`config.mk`:
```
export PLATFORM = sky130hd
export DESIGN_NAME = jils_div
export DESIGN_NICKNAME = d
export VERILOG_FILES = /design/src/sv/jils_pkg.sv /design/src/sv/jils_div.sv
export SDC_FILE = /design/constraint.sdc
export NUM_CORES = 1
export LEC_CHECK = 0
export BUFFER_PORTS_ARGS = -buffer_cell sky130_fd_sc_hd__clkbuf_2
export CAP_MARGIN = 5
export CORE_UTILIZATION = 30
export CTS_BUF_LIST = sky130_fd_sc_hd__clkbuf_2 sky130_fd_sc_hd__clkbuf_4 sky130_fd_sc_hd__clkbuf_8
export DETAILED_ROUTE_END_ITERATION = 12
export RECOVER_POWER = 100
export SLEW_MARGIN = 10
export SYNTH_ARGS = -nofsm -noshare
export SYNTH_HDL_FRONTEND = slang
export SYNTH_SLANG_ARGS = --single-unit
```
`constraint.sdc`:
```
create_clock -name i_clk -period 16.8 [get_ports i_clk]
set_input_delay 0.84 -clock i_clk [delete_from_list [all_inputs] [get_ports i_clk]]
set_output_delay 0.84 -clock i_clk [all_outputs]
set_load 0.01 [all_outputs]
```
`src/sv/jils_pkg.sv`:
```
package jils_pkg;

    // build-time defaults for the top level parameters
    localparam int SAMPLE_MAX_DEF  = 64;
    localparam int MIN_SAMPLES_DEF = 4;

    // sample rate register after reset
    localparam logic [15:0] RATE_RST = 16'd1000;

    // width of the exact solve terms (determinant and numerators)
    localparam int WIDE_W = 130;

    // request codes; bit 1 set means restart
    localparam logic [1:0] REQ_PUSH    = 2'd0;
    localparam logic [1:0] REQ_SOLVE   = 2'd1;
    localparam logic [1:0] REQ_RESTART = 2'd2;

    // result status codes
    localparam logic [2:0] ST_FIRST    = 3'd0;
    localparam logic [2:0] ST_ACCEPTED = 3'd1;
    localparam logic [2:0] ST_FULL     = 3'd2;
    localparam logic [2:0] ST_SOLVED   = 3'd3;
    localparam logic [2:0] ST_TOO_FEW  = 3'd4;
    localparam logic [2:0] ST_SINGULAR = 3'd5;

endpackage

```
`src/sv/jils_div.sv`:
```
module jils_div (
    input  logic                          i_clk,
    input  logic                          i_rst_n,
    input  logic                          i_start,
    input  logic [jils_pkg::WIDE_W-1:0]   i_num,
    input  logic [jils_pkg::WIDE_W-1:0]   i_den,
    output logic                          o_done,
    output logic [31:0]                   o_quot
);
    import jils_pkg::*;

    localparam int RW = WIDE_W + 32;

    logic [RW-1:0] r_rem, n_rem;
    logic [RW-1:0] r_dsr, n_dsr;
    logic [32:0]   r_q, n_q;
    logic [5:0]    r_cnt, n_cnt;
    logic          r_neg, n_neg;
    logic          r_busy, n_busy;
    logic          r_done, n_done;
    logic [31:0]   r_quot, n_quot;

    logic [WIDE_W-1:0] mag_n;
    logic [WIDE_W-1:0] mag_d;
    logic              ge;

    // magnitudes of the signed operands
    assign mag_n = i_num[WIDE_W-1] ? (~i_num + 1'b1) : i_num;
    assign mag_d = i_den[WIDE_W-1] ? (~i_den + 1'b1) : i_den;
    assign ge    = (r_rem >= r_dsr);

    // restoring division, one quotient bit a cycle, 33 bits in all
    always_comb begin
        n_rem  = r_rem;
        n_dsr  = r_dsr;
        n_q    = r_q;
        n_cnt  = r_cnt;
        n_neg  = r_neg;
        n_busy = r_busy;
        n_done = 1'b0;
        n_quot = r_quot;
        if (i_start) begin
            n_rem  = RW'(mag_n) << 16;
            n_dsr  = RW'(mag_d) << 32;
            n_q    = '0;
            n_cnt  = 6'd32;
            n_neg  = i_num[WIDE_W-1] ^ i_den[WIDE_W-1];
            n_busy = 1'b1;
        end else if (r_busy) begin
            if (ge) begin
                n_rem = r_rem - r_dsr;
            end
            n_q   = {r_q[31:0], ge};
            n_dsr = r_dsr >> 1;
            n_cnt = r_cnt - 6'd1;
            if (r_cnt == 6'd0) begin
                n_busy = 1'b0;
                n_done = 1'b1;
                // saturate to the signed 32-bit range
                if (n_neg) begin
                    n_quot = (n_q > 33'h080000000) ? 32'h80000000 : (32'd0 - n_q[31:0]);
                end else begin
                    n_quot = (n_q > 33'h07FFFFFFF) ? 32'h7FFFFFFF : n_q[31:0];
                end
            end
        end
    end

    // control
    always_ff @(posedge i_clk) begin
        if (!i_rst_n) begin
            r_busy <= 1'b0;
            r_done <= 1'b0;
        end else begin
            r_busy <= n_busy;
            r_done <= n_done;
        end
    end

    // datapath
    always_ff @(posedge i_clk) begin
        r_rem  <= n_rem;
        r_dsr  <= n_dsr;
        r_q    <= n_q;
        r_cnt  <= n_cnt;
        r_neg  <= n_neg;
        r_quot <= n_quot;
    end

    assign o_done = r_done;
    assign o_quot = r_quot;

endmodule

```
**Word-level counts from Yosys, hierarchy flattened**

Index checks and enable logic that the tools add are counted.

- Add/subtract/negate cells: 5
- Bitwise operators: 6
- Magnitude comparators: 3
- Multiplexer cells: 14
- Reduce and logical (&&, ||, !) cells: 7

Operators with widths:

| operator | count |
|---|---|
| $mux 146 | 3 |
| $mux 162 | 2 |
| $add 130x1->130 const B | 2 |
| $mux 130 | 2 |
| $not 130->130 | 2 |
| $ge 162x162->1 | 1 |
| $sub 162x162->162 | 1 |
| $mux 32 | 3 |
| $gt 33x31->1 const B | 1 |
| $gt 33x32->1 const B | 1 |
| $sub 1x32->32 const A | 1 |
| $logic_not 6->1 | 1 |
| $sub 6x1->6 const B | 1 |
| $mux 1 | 4 |
| $reduce_and 2->1 | 2 |
| $reduce_bool 2->1 | 2 |
| $not 1->1 | 3 |
| $reduce_and 3->1 | 1 |
| $reduce_or 3->1 | 1 |
| $xor 1x1->1 | 1 |

- Logic and storage cells: 45
- Output and inout port bits: 33
- Register bits: 397
- Input bits: 263

**Depth between registers and ports, before layout**

Gate-level depths: netlist (run 1).

- Word-level depth: 4
- Depth in mapped cells: 27
- Depth with buffers taken out: 26

**Least setup slack after synthesis (run 1)**

OpenSTA, ideal clock, no wires.

- Kind: register to register
- From: register r_rem[25]
- To: register r_rem[100], enable pin
- Clock period less this slack: 6.422 ns
- Slack: 10.378 ns
- Stages on the path, launching flop included: 15
- Arrival: 5.940 ns
- Cell sequence: edfxtp_1 -> ha_1 -> clkbuf_1 -> nand4_1 -> or4_1 -> o31a_1 -> o211ai_1 -> and3b_1 -> o311ai_1 -> o211ai_1 -> and2_1 -> clkbuf_1 -> nor2_1 -> clkbuf_1 -> inv_1

- Word-level cells in the longest chain between the ends: 3

RTL lines:

| element | RTL line | text |
|---|---|---|
| from (decl) | jils_div.sv:14 | `logic [RW-1:0] r_rem, n_rem;` |
| from (signal assigned) | jils_div.sv:82 | `r_rem <= n_rem;` |
| $ge 162x162->1 | jils_div.sv:30 | `assign ge = (r_rem >= r_dsr);` |
| named net ge | jils_div.sv:25 | `logic ge;` |
| $reduce_bool 2->1 (no source line) | n/a |  |
| $reduce_and 2->1 (no source line) | n/a |  |

The timed path passes the listed nets, and every way through them passes these cells.
A chain may end at the register's enable or synchronous reset.

**Final worst setup path (run 1)**

- From: register r_dsr[73]
- To: register r_rem[35], enable pin

- Word-level cells in the longest chain between the ends: 3

RTL lines:

| element | RTL line | text |
|---|---|---|
| from (decl) | jils_div.sv:15 | `logic [RW-1:0] r_dsr, n_dsr;` |
| from (signal assigned) | jils_div.sv:83 | `r_dsr <= n_dsr;` |
| $ge 162x162->1 | jils_div.sv:30 |  |
| named net ge | jils_div.sv:25 |  |
| $reduce_bool 2->1 (no source line) | n/a |  |
| $reduce_and 2->1 (no source line) | n/a |  |

The timed path passes the listed nets, and every way through them passes these cells.

==> summary.md, run 1 <==
The most common cell in the synthesized netlist was sky130_fd_sc_hd__nand2_1. The tools report the destination of the worst register-to-register timing path as r_rem[35]. The largest individual stage delay along the critical path comes from the cell sky130_fd_sc_hd__clkbuf_1. The area added between synthesis and finish is 11.7%, and the number of antenna violations at the first check in global routing is 24. Setup repair after global routing left no endpoint under its margin.

Xor and xnor fraction of the mapped netlist area: 0.105. The data arrival time of the critical path was 10710 ps; the number of storage elements in the synthesis netlist was 397. The tools report the max-cap check violation count as 18. After detailed routing, the number of vias per cell comes to 5.45. Routability-driven placement finished with a final weighted congestion of 0.934. The total global routing track utilization was 0.212. The count of distinct cell types in the synthesized netlist is 85. The slew at the pin closest to its max-slew limit works out to 4330 ps.

For flop-to-flop paths, the worst setup slack is 6260 ps. The post-detailed-route wirelength per cell is 21.0 um, and the fill cell instance count of the final layout is 12100. The number of clock sinks was 397. The tools report the standard-cell row count as 123.

The first global-routing pass estimated 190000 um of wire. Dividing total power by cell area gives a power density of 83.5 mW/mm^2. The maximum fanout along the worst path works out to 67. The die area was 0.115 mm^2; the fraction of final layout cells with drive strength greater than 1 was 0.103. In this run, post-CTS hold repair placed 0 buffers. The simple-gate share of the synthesized area works out to 0.206. The number of cells on the worst reg-to-reg path is 16. Summed over all cells, the static leakage comes to 0.0142 uW.

The first TritonRoute pass finished after 6 iterations. The cell count after synthesis came out at 4317. Counting every net in the synthesized netlist gives 4749.

The cell that appears most often on the critical path is sky130_fd_sc_hd__clkbuf_1. The largest single stage delay on the critical path is 2930 ps. The source of the worst register-to-register timing path was r_dsr[73]. The type of the most critical hold path was input pin to register. Timing analysis after detailed placement gives a worst setup slack of 10380 ps. Final hold analysis gives a worst-case slack of 399 ps.

The number of clock buffers inserted by TritonCTS was 73; the cell count after placement was 5884. The required time of the critical path was 16970 ps; the port buffer count was 295. After synthesis, the largest family of logic cells by area is compound AO/OA/AOI/OAI gates. The worst setup path is captured at a register. The run finished, with violations left. After synthesis, the most frequently instantiated cells are sky130_fd_sc_hd__nand2_1, sky130_fd_sc_hd__o21ai_0, sky130_fd_sc_hd__a21oi_1.

The adder and majority gate portion of the synthesized area is 0.0625. Highest achievable clock rate: 94.9 MHz. The final-report hold violation count is 0. The initial standard-cell utilization of the core came out at 0.302.

The startpoint type of the worst setup path was a register. The peak supply drop came out at 0.0435 mV. The startpoint identified for the worst hold timing path is i_rst_n.

The number of setup buffers added after CTS is 0. The detailed-placement wirelength estimate is 99500 um. The latest clock arrival within the worst-skew pair was 690 ps; the count of final max-slew check failures was 1065.

The number of synthesized flops with an enable pin works out to 293. The final reports fail on capacitance limit, slew limit. The number of stages on the worst hold path is 3, and the total negative setup slack is 0 ps. The path with the worst hold slack has its endpoint at r_busy. The async set or reset register ratio after synthesis is 0.

TritonCTS built the clock tree. The average instance in the mapped netlist occupies 7.87 um^2. The longest clock path from root to sink contains 3 buffers. The largest total area in the synthesized netlist belongs to sky130_fd_sc_hd__edfxtp_1.

The count of cells in the finished layout, fillers not included, comes to 6020. The run gives -1.89 as the max-slew headroom at the worst pin. Measured along the x axis, the die boundary spans 338 um. The die span in y is 338 um. The final worst-path setup slack is 6260 ps, and the total DRC errors in the routed layout is 0. The worst clock skew was 39.7 ps; the share of the synthesized area in compound gates (AO/OA/AOI/OAI) was 0.231. The critical path goes through inv_1, ha_1, inv_1, nor3_1, nand2_1, nor4_1, o21ai_0, a21oi_1, o311ai_0, o211ai_1, clkbuf_1, and2_0, clkbuf_1, nor2_1, clkinvlp_2, clkbuf_1.

The logs give 0 for the number of failing setup endpoints in the final timing report and 0.0340 mm^2 for the post-synth design cell area. The maximum number of pins on one net before global-route repair is 104, and the mux cell area share after synthesis is 0.0189. The run gives 296 as the number of primary I/O pins. Critical setup path kind: register to register. The final critical-path required period is 10540 ps.

The clock transition at the registers of the reported paths is 60 ps. For the net count reported at finish, the log shows 4891. Sorting the synthesized cells by area gives the leading types as sky130_fd_sc_hd__edfxtp_1, sky130_fd_sc_hd__xnor2_1, sky130_fd_sc_hd__nand2_1. The sequential fraction of the synthesis area is 0.320, and the number of DRC markers in iteration 0 is 2714.

Clock root buffer: sky130_fd_sc_hd__clkbuf_8. The total congestion overflow was 0; the number of global-route vias before repair was 31000. The top-area cell type share of the netlist area is 0.259, and the total number of H-tree levels is 3. During synthesis, Yosys emitted a total of 0 warnings. In this run the remaining antenna-violating nets after routing total 0. The final wirelength was 126000 um; the portion of the clock cycle consumed by the worst path in the final layout was 0.627. Power comes to 3170 uW.

For this block, the via count after detailed routing is 32800. After clock tree synthesis, the repair step resized 0 gates. The region available for standard cell placement spans 0.112 mm^2. Commonest register cell after synthesis: sky130_fd_sc_hd__edfxtp_1.
-- state kept, by name, indices dropped and copies added, names as in the netlist --
name,flops
r_cnt,6
o_quot,32
o_done,1
r_rem,162
r_dsr,162
r_neg,1
r_q,32
r_busy,1
-- per-stage QoR --
step | area, um^2 | util
2_1_floorplan | 34000 | -
3_3_place_gp | 36600 | 0.326
3_5_place_dp | 36600 | 0.326
4_1_cts | 38000 | 0.339
5_1_grt | 37900 | 0.338
6_report | 37900 | 0.338
-- report_power, final --
| part | internal (uW) | switching [uW] |
|---|---|---|
| Clock | 500 | 450 |
| Combinational | 368 | 678 |
| Sequential | 1140 | 34.2 |
-- cell families after synthesis --
family | Yosys count
buf+inv | 507
compound gates | 1271
fa+ha+maj | 169
flops | 397
simple gates | 1501
xor+xnor | 408
mux | 64
-- per-layer routing --
| metal | routed length [um] | vias up | global-route usage |
|---|---|---|---|
| li1 | - | 15800 | - |
| met1 | 58700 | 15600 | 0.299 |
| met2 | 55300 | 1186 | 0.328 |
| met3 | 9570 | 170 | 0.0438 |
| met4 | 2600 | 24 | 0.0514 |
| met5 | 154 | - | 0 |
-- worst max-delay path: cells and delay by family, from the launching register on --
family / cells / cell delay [ps]
buffers and inverters: 6 / 6430
DFF: 1 / 350
and+or+nand+nor: 5 / 1510
AOI/OAI and AO/OA: 4 / 1230
adders and majority gates: 1 / 400
-- layout by cell type (no fill, tap or decap), types with 136 or more instances in the layout --
| cell type | count |
|---|---|
| sky130_fd_sc_hd__clkbuf_2 | 259 |
| sky130_fd_sc_hd__o21ai_0 | 419 |
| sky130_fd_sc_hd__xnor2_1 | 319 |
| sky130_fd_sc_hd__o31ai_1 | 136 |
| sky130_fd_sc_hd__a21oi_1 | 344 |
| sky130_fd_sc_hd__nor2_1 | 297 |
| sky130_fd_sc_hd__inv_1 | 243 |
| sky130_fd_sc_hd__edfxtp_1 | 293 |
| sky130_fd_sc_hd__ha_1 | 168 |
| sky130_fd_sc_hd__nand2_1 | 678 |
-- final cells by class --
type | instances | area, um^2 | share of cell area
Timing Repair Buffer | 329 | 1630 | 0.0430
Tap cell | 1500 | 1880 | 0.0495
Antenna cell | 6 | 15.0 | 0.000396
Multi-Input combinational cell | 3413 | 21200 | 0.558
Clock buffer | 98 | 1210 | 0.0319
Sequential cell | 397 | 10900 | 0.287
Inverter | 245 | 921 | 0.0243
Clock inverter | 32 | 211 | 0.00557
-- how the worst max path moves through the flow --
stage | to | startpoint
floorplan | r_rem[100] | r_rem[25]
global placement | o_quot[25] | r_dsr[5]
detailed placement | o_quot[30] | r_dsr[5]
CTS | o_quot[30] | r_dsr[5]
global route | r_rem[35] | r_dsr[72]
finish | r_rem[35] | r_dsr[73]
(Power assumes the default switching activity.)
==> inputs of run 2 (changes only) <==
==> constraint.sdc (replaced) <==
create_clock -name i_clk -period 8.97 [get_ports i_clk]
set_input_delay 0.4485 -clock i_clk [delete_from_list [all_inputs] [get_ports i_clk]]
set_output_delay 0.4485 -clock i_clk [all_outputs]
set_load 0.01 [all_outputs]
==> run 2 against run 1 <==
The flow still finishes with violations (capacitance limit, slew limit); die area unchanged; clock skew grew 1.6 ps; combinational power up 86%; cell count grew 0.15%; worst hold slack lost 230 ps; wire length is 0.46% lower; sequential power grew 87%; utilization increased by 0.092 points; via count about the same; flip-flop and latch count is the same; largest cell class unchanged; largest power group unchanged; highest routed layer unchanged.
==> summary.md, run 2 (synthesized netlist as in run 1, its figures left out) <==
Setup violations remaining at the end of the flow were counted as 0. The clock transition at the registers of the reported paths works out to 60 ps. The max-cap check violation count came out at 9. Setup repair after global routing left no endpoint under its margin. The first global-routing pass estimated 189000 um of wire.

The core region is 0.112 mm^2. The internal portion of the total power is 3810 uW. The startpoint identified for the worst hold timing path is i_den[127].

For the pin with the worst max-slew slack, the measured transition is 3840 ps. Timing would allow up to 132 MHz. The path with the worst hold slack has its endpoint at r_dsr[161]. The final layout contains routed wiring with a total length of 126000 um.

Subtracting the final worst setup slack from the clock period gives 7590 ps. The proportion of power drawn by flip-flops and latches is 0.365, and the number of global-route vias before repair is 31100. The run gives 41.3 ps as the worst clock skew. The logs give 0 for the post-cts repair resize count and 0 for the number of buffers inserted by post-CTS setup repair. The required time of the critical path came out at 9470 ps.

The tools report the critical path capture point type as a register. The post-detailed-route wirelength per cell was 20.9 um; the latest clock arrival within the worst-skew pair was 710 ps. The portion of the clock cycle consumed by the worst path in the final layout is 0.847, and the port buffer count is 295. Across the VDD grid, the largest voltage drop is 0.0748 mV. TritonCTS built the clock tree.

Before antenna repair, the detailed router went through 6 iterations. The run gives 0.948 as the routability congestion estimate from global placement. The endpoint identified for the worst register-to-register timing path is r_rem[108]. The ratio of total power to cell area was 157 mW/mm^2. The worst setup slack for register-to-register paths is 1380 ps, and the total congestion overflow is 0. Switching share of power: 0.363. Entering global routing, the biggest net connects 198 pins. The detail route stage leaves a number of antenna-violating nets equal to 0. The design draws 5980 uW. The most frequent standard cell in the layout excluding fill and tap cells is sky130_fd_sc_hd__nand2_1. The H-tree was split into 3 levels. The number of antenna violations at the first check in global routing was 27; the worst-case hold slack was 164 ps. Via density per instance: 5.44. The total global routing track utilization is 0.211. Leaving out fill and tap cells, the most frequent cells in the layout are sky130_fd_sc_hd__nand2_1, sky130_fd_sc_hd__o21ai_0, sky130_fd_sc_hd__a21oi_1. The logs give 0 for the total DRC errors in the routed layout and 99000 um for the detailed-placement wirelength estimate. The floorplan die width is 338 um, and the leakage power is 0.0143 uW. Counting tap cells, the placed design contains a total of 5883 instances. The final-report hold violation count is 0, and the buffer depth of the longest clock path is 3. Area added between synthesis and finish: 12.0%.

Critical setup path kind: register to register. The run gives -1.56 as the max-slew headroom at the worst pin. Pin placement for this block handled 296 I/O pins. The die covers 0.115 mm^2. The net count reported at finish came out at 4892. The largest registers in the layout are r_dsr x162, r_rem x162. The tools report the part of the total power dissipated in combinational logic as 0.327.

The checks that failed: capacitance limit, slew limit. The data arrival time of the critical path is 8090 ps, and the fill cell instance count of the final layout is 12100. The total negative setup slack is 0 ps, and the count of final max-slew check failures is 698. The number of DRC markers in iteration 0 was 2821. The number of cells on the worst reg-to-reg path came out at 17. The clock root buffer was sky130_fd_sc_hd__clkbuf_8. In this run the critical register-to-register path is launched from r_dsr[25]. The analysis attributes to net switching a power of 2170 uW. Counting every sink on the clock net gives 397. The startpoint type of the worst setup path was a register. The run finished, with violations left. The die span in y works out to 338 um. The initial standard-cell utilization of the core was 0.302; the final instance count without filler cells was 6029.

The initialized floorplan defines 123 standard-cell rows. In this run the worst hold path is classified as input pin to register. The fraction of final layout cells with drive strength greater than 1 is 0.106, and the final core utilization is 0.339. Counting the buffers created by CTS gives 74. Counting instances, the worst hold path has a depth of 2. The routed layout has 32800 vias.

In this run the worst path has a maximum fanout of 44. The tools report the part of the power in the clock network as 0.308.
## run 2: cell types whose count changed in the layout (fill, tap and decap cells not counted), sizes merged
cell         change
buf              +4
bufinv           +1
clkbuf           +1
clkinv           -5
diode            +5
dlygate4sd3      +1
inv              +2
## run 2: layer usage
layer	track usage	part of all wire
met5	0	0.0011
met4	0.0677	0.031
met3	0.0508	0.081
met2	0.320	0.43
met1	0.293	0.46
## run 2: repair_timing
action                     4_1_cts  5_1_grt
hold endpoints to repair         2        0
setup endpoints to repair        0        0
hold buffers                     1        0
## run 2: worst max path at each step
stage | cells after the start | from | endpoint
3_3_place_gp | 25 | r_dsr[5] | o_quot[18]
2_1_floorplan | 14 | r_rem[25] | r_rem[100]
6_report | 17 | r_dsr[25] | r_rem[108]
4_1_cts | 25 | r_dsr[5] | o_quot[10]
3_5_place_dp | 25 | r_dsr[5] | o_quot[20]
5_1_grt | 17 | r_dsr[25] | r_rem[108]
## run 2: area by class of cell
class | instances | area [um^2] | share of cell area
multi-input cells | 3413 | 21200 | 0.557
flip-flops and latches | 397 | 10900 | 0.286
well taps | 1500 | 1880 | 0.0493
repair buffers | 329 | 1660 | 0.0435
clock buffers | 104 | 1260 | 0.0332
inverters | 245 | 922 | 0.0242
clock inverters | 30 | 225 | 0.00592
diodes | 11 | 27.5 | 0.000724
## run 2: through the flow
stage / setup WS, ps / area (um^2)
2_1_floorplan: 2550 / 34000
3_3_place_gp: 2650 / 36600
3_5_place_dp: 2500 / 36600
4_1_cts: 2420 / 38100
5_1_grt: 906 / 38000
6_report: 1380 / 38000
## run 2: critical path, cell delays in order, from the launching register on
cell                       delay (ps)
sky130_fd_sc_hd__dfxtp_1          350
sky130_fd_sc_hd__inv_1             50
sky130_fd_sc_hd__ha_1             420
sky130_fd_sc_hd__nand4_1          300
sky130_fd_sc_hd__or4_1            610
sky130_fd_sc_hd__o31a_1           310
sky130_fd_sc_hd__o211ai_1          80
sky130_fd_sc_hd__clkbuf_1         410
sky130_fd_sc_hd__and3b_1          300
sky130_fd_sc_hd__o311ai_0         240
sky130_fd_sc_hd__o211ai_1         210
sky130_fd_sc_hd__clkbuf_1         480
sky130_fd_sc_hd__and2_0           200
sky130_fd_sc_hd__clkbuf_1         770
sky130_fd_sc_hd__nand2b_1        1320
sky130_fd_sc_hd__buf_4            760
sky130_fd_sc_hd__or3_1            430
sky130_fd_sc_hd__nand3_1          120
## run 2: power by group through the flow
stage	Combinational [uW]	Clock [uW]	Sequential, uW
after global routing	2130	1960	2200
after CTS	1920	1890	2180
after floorplan	1320	0	2200
final	1950	1840	2190
after global placement	1910	0	2220
after detailed placement	1910	0	2220
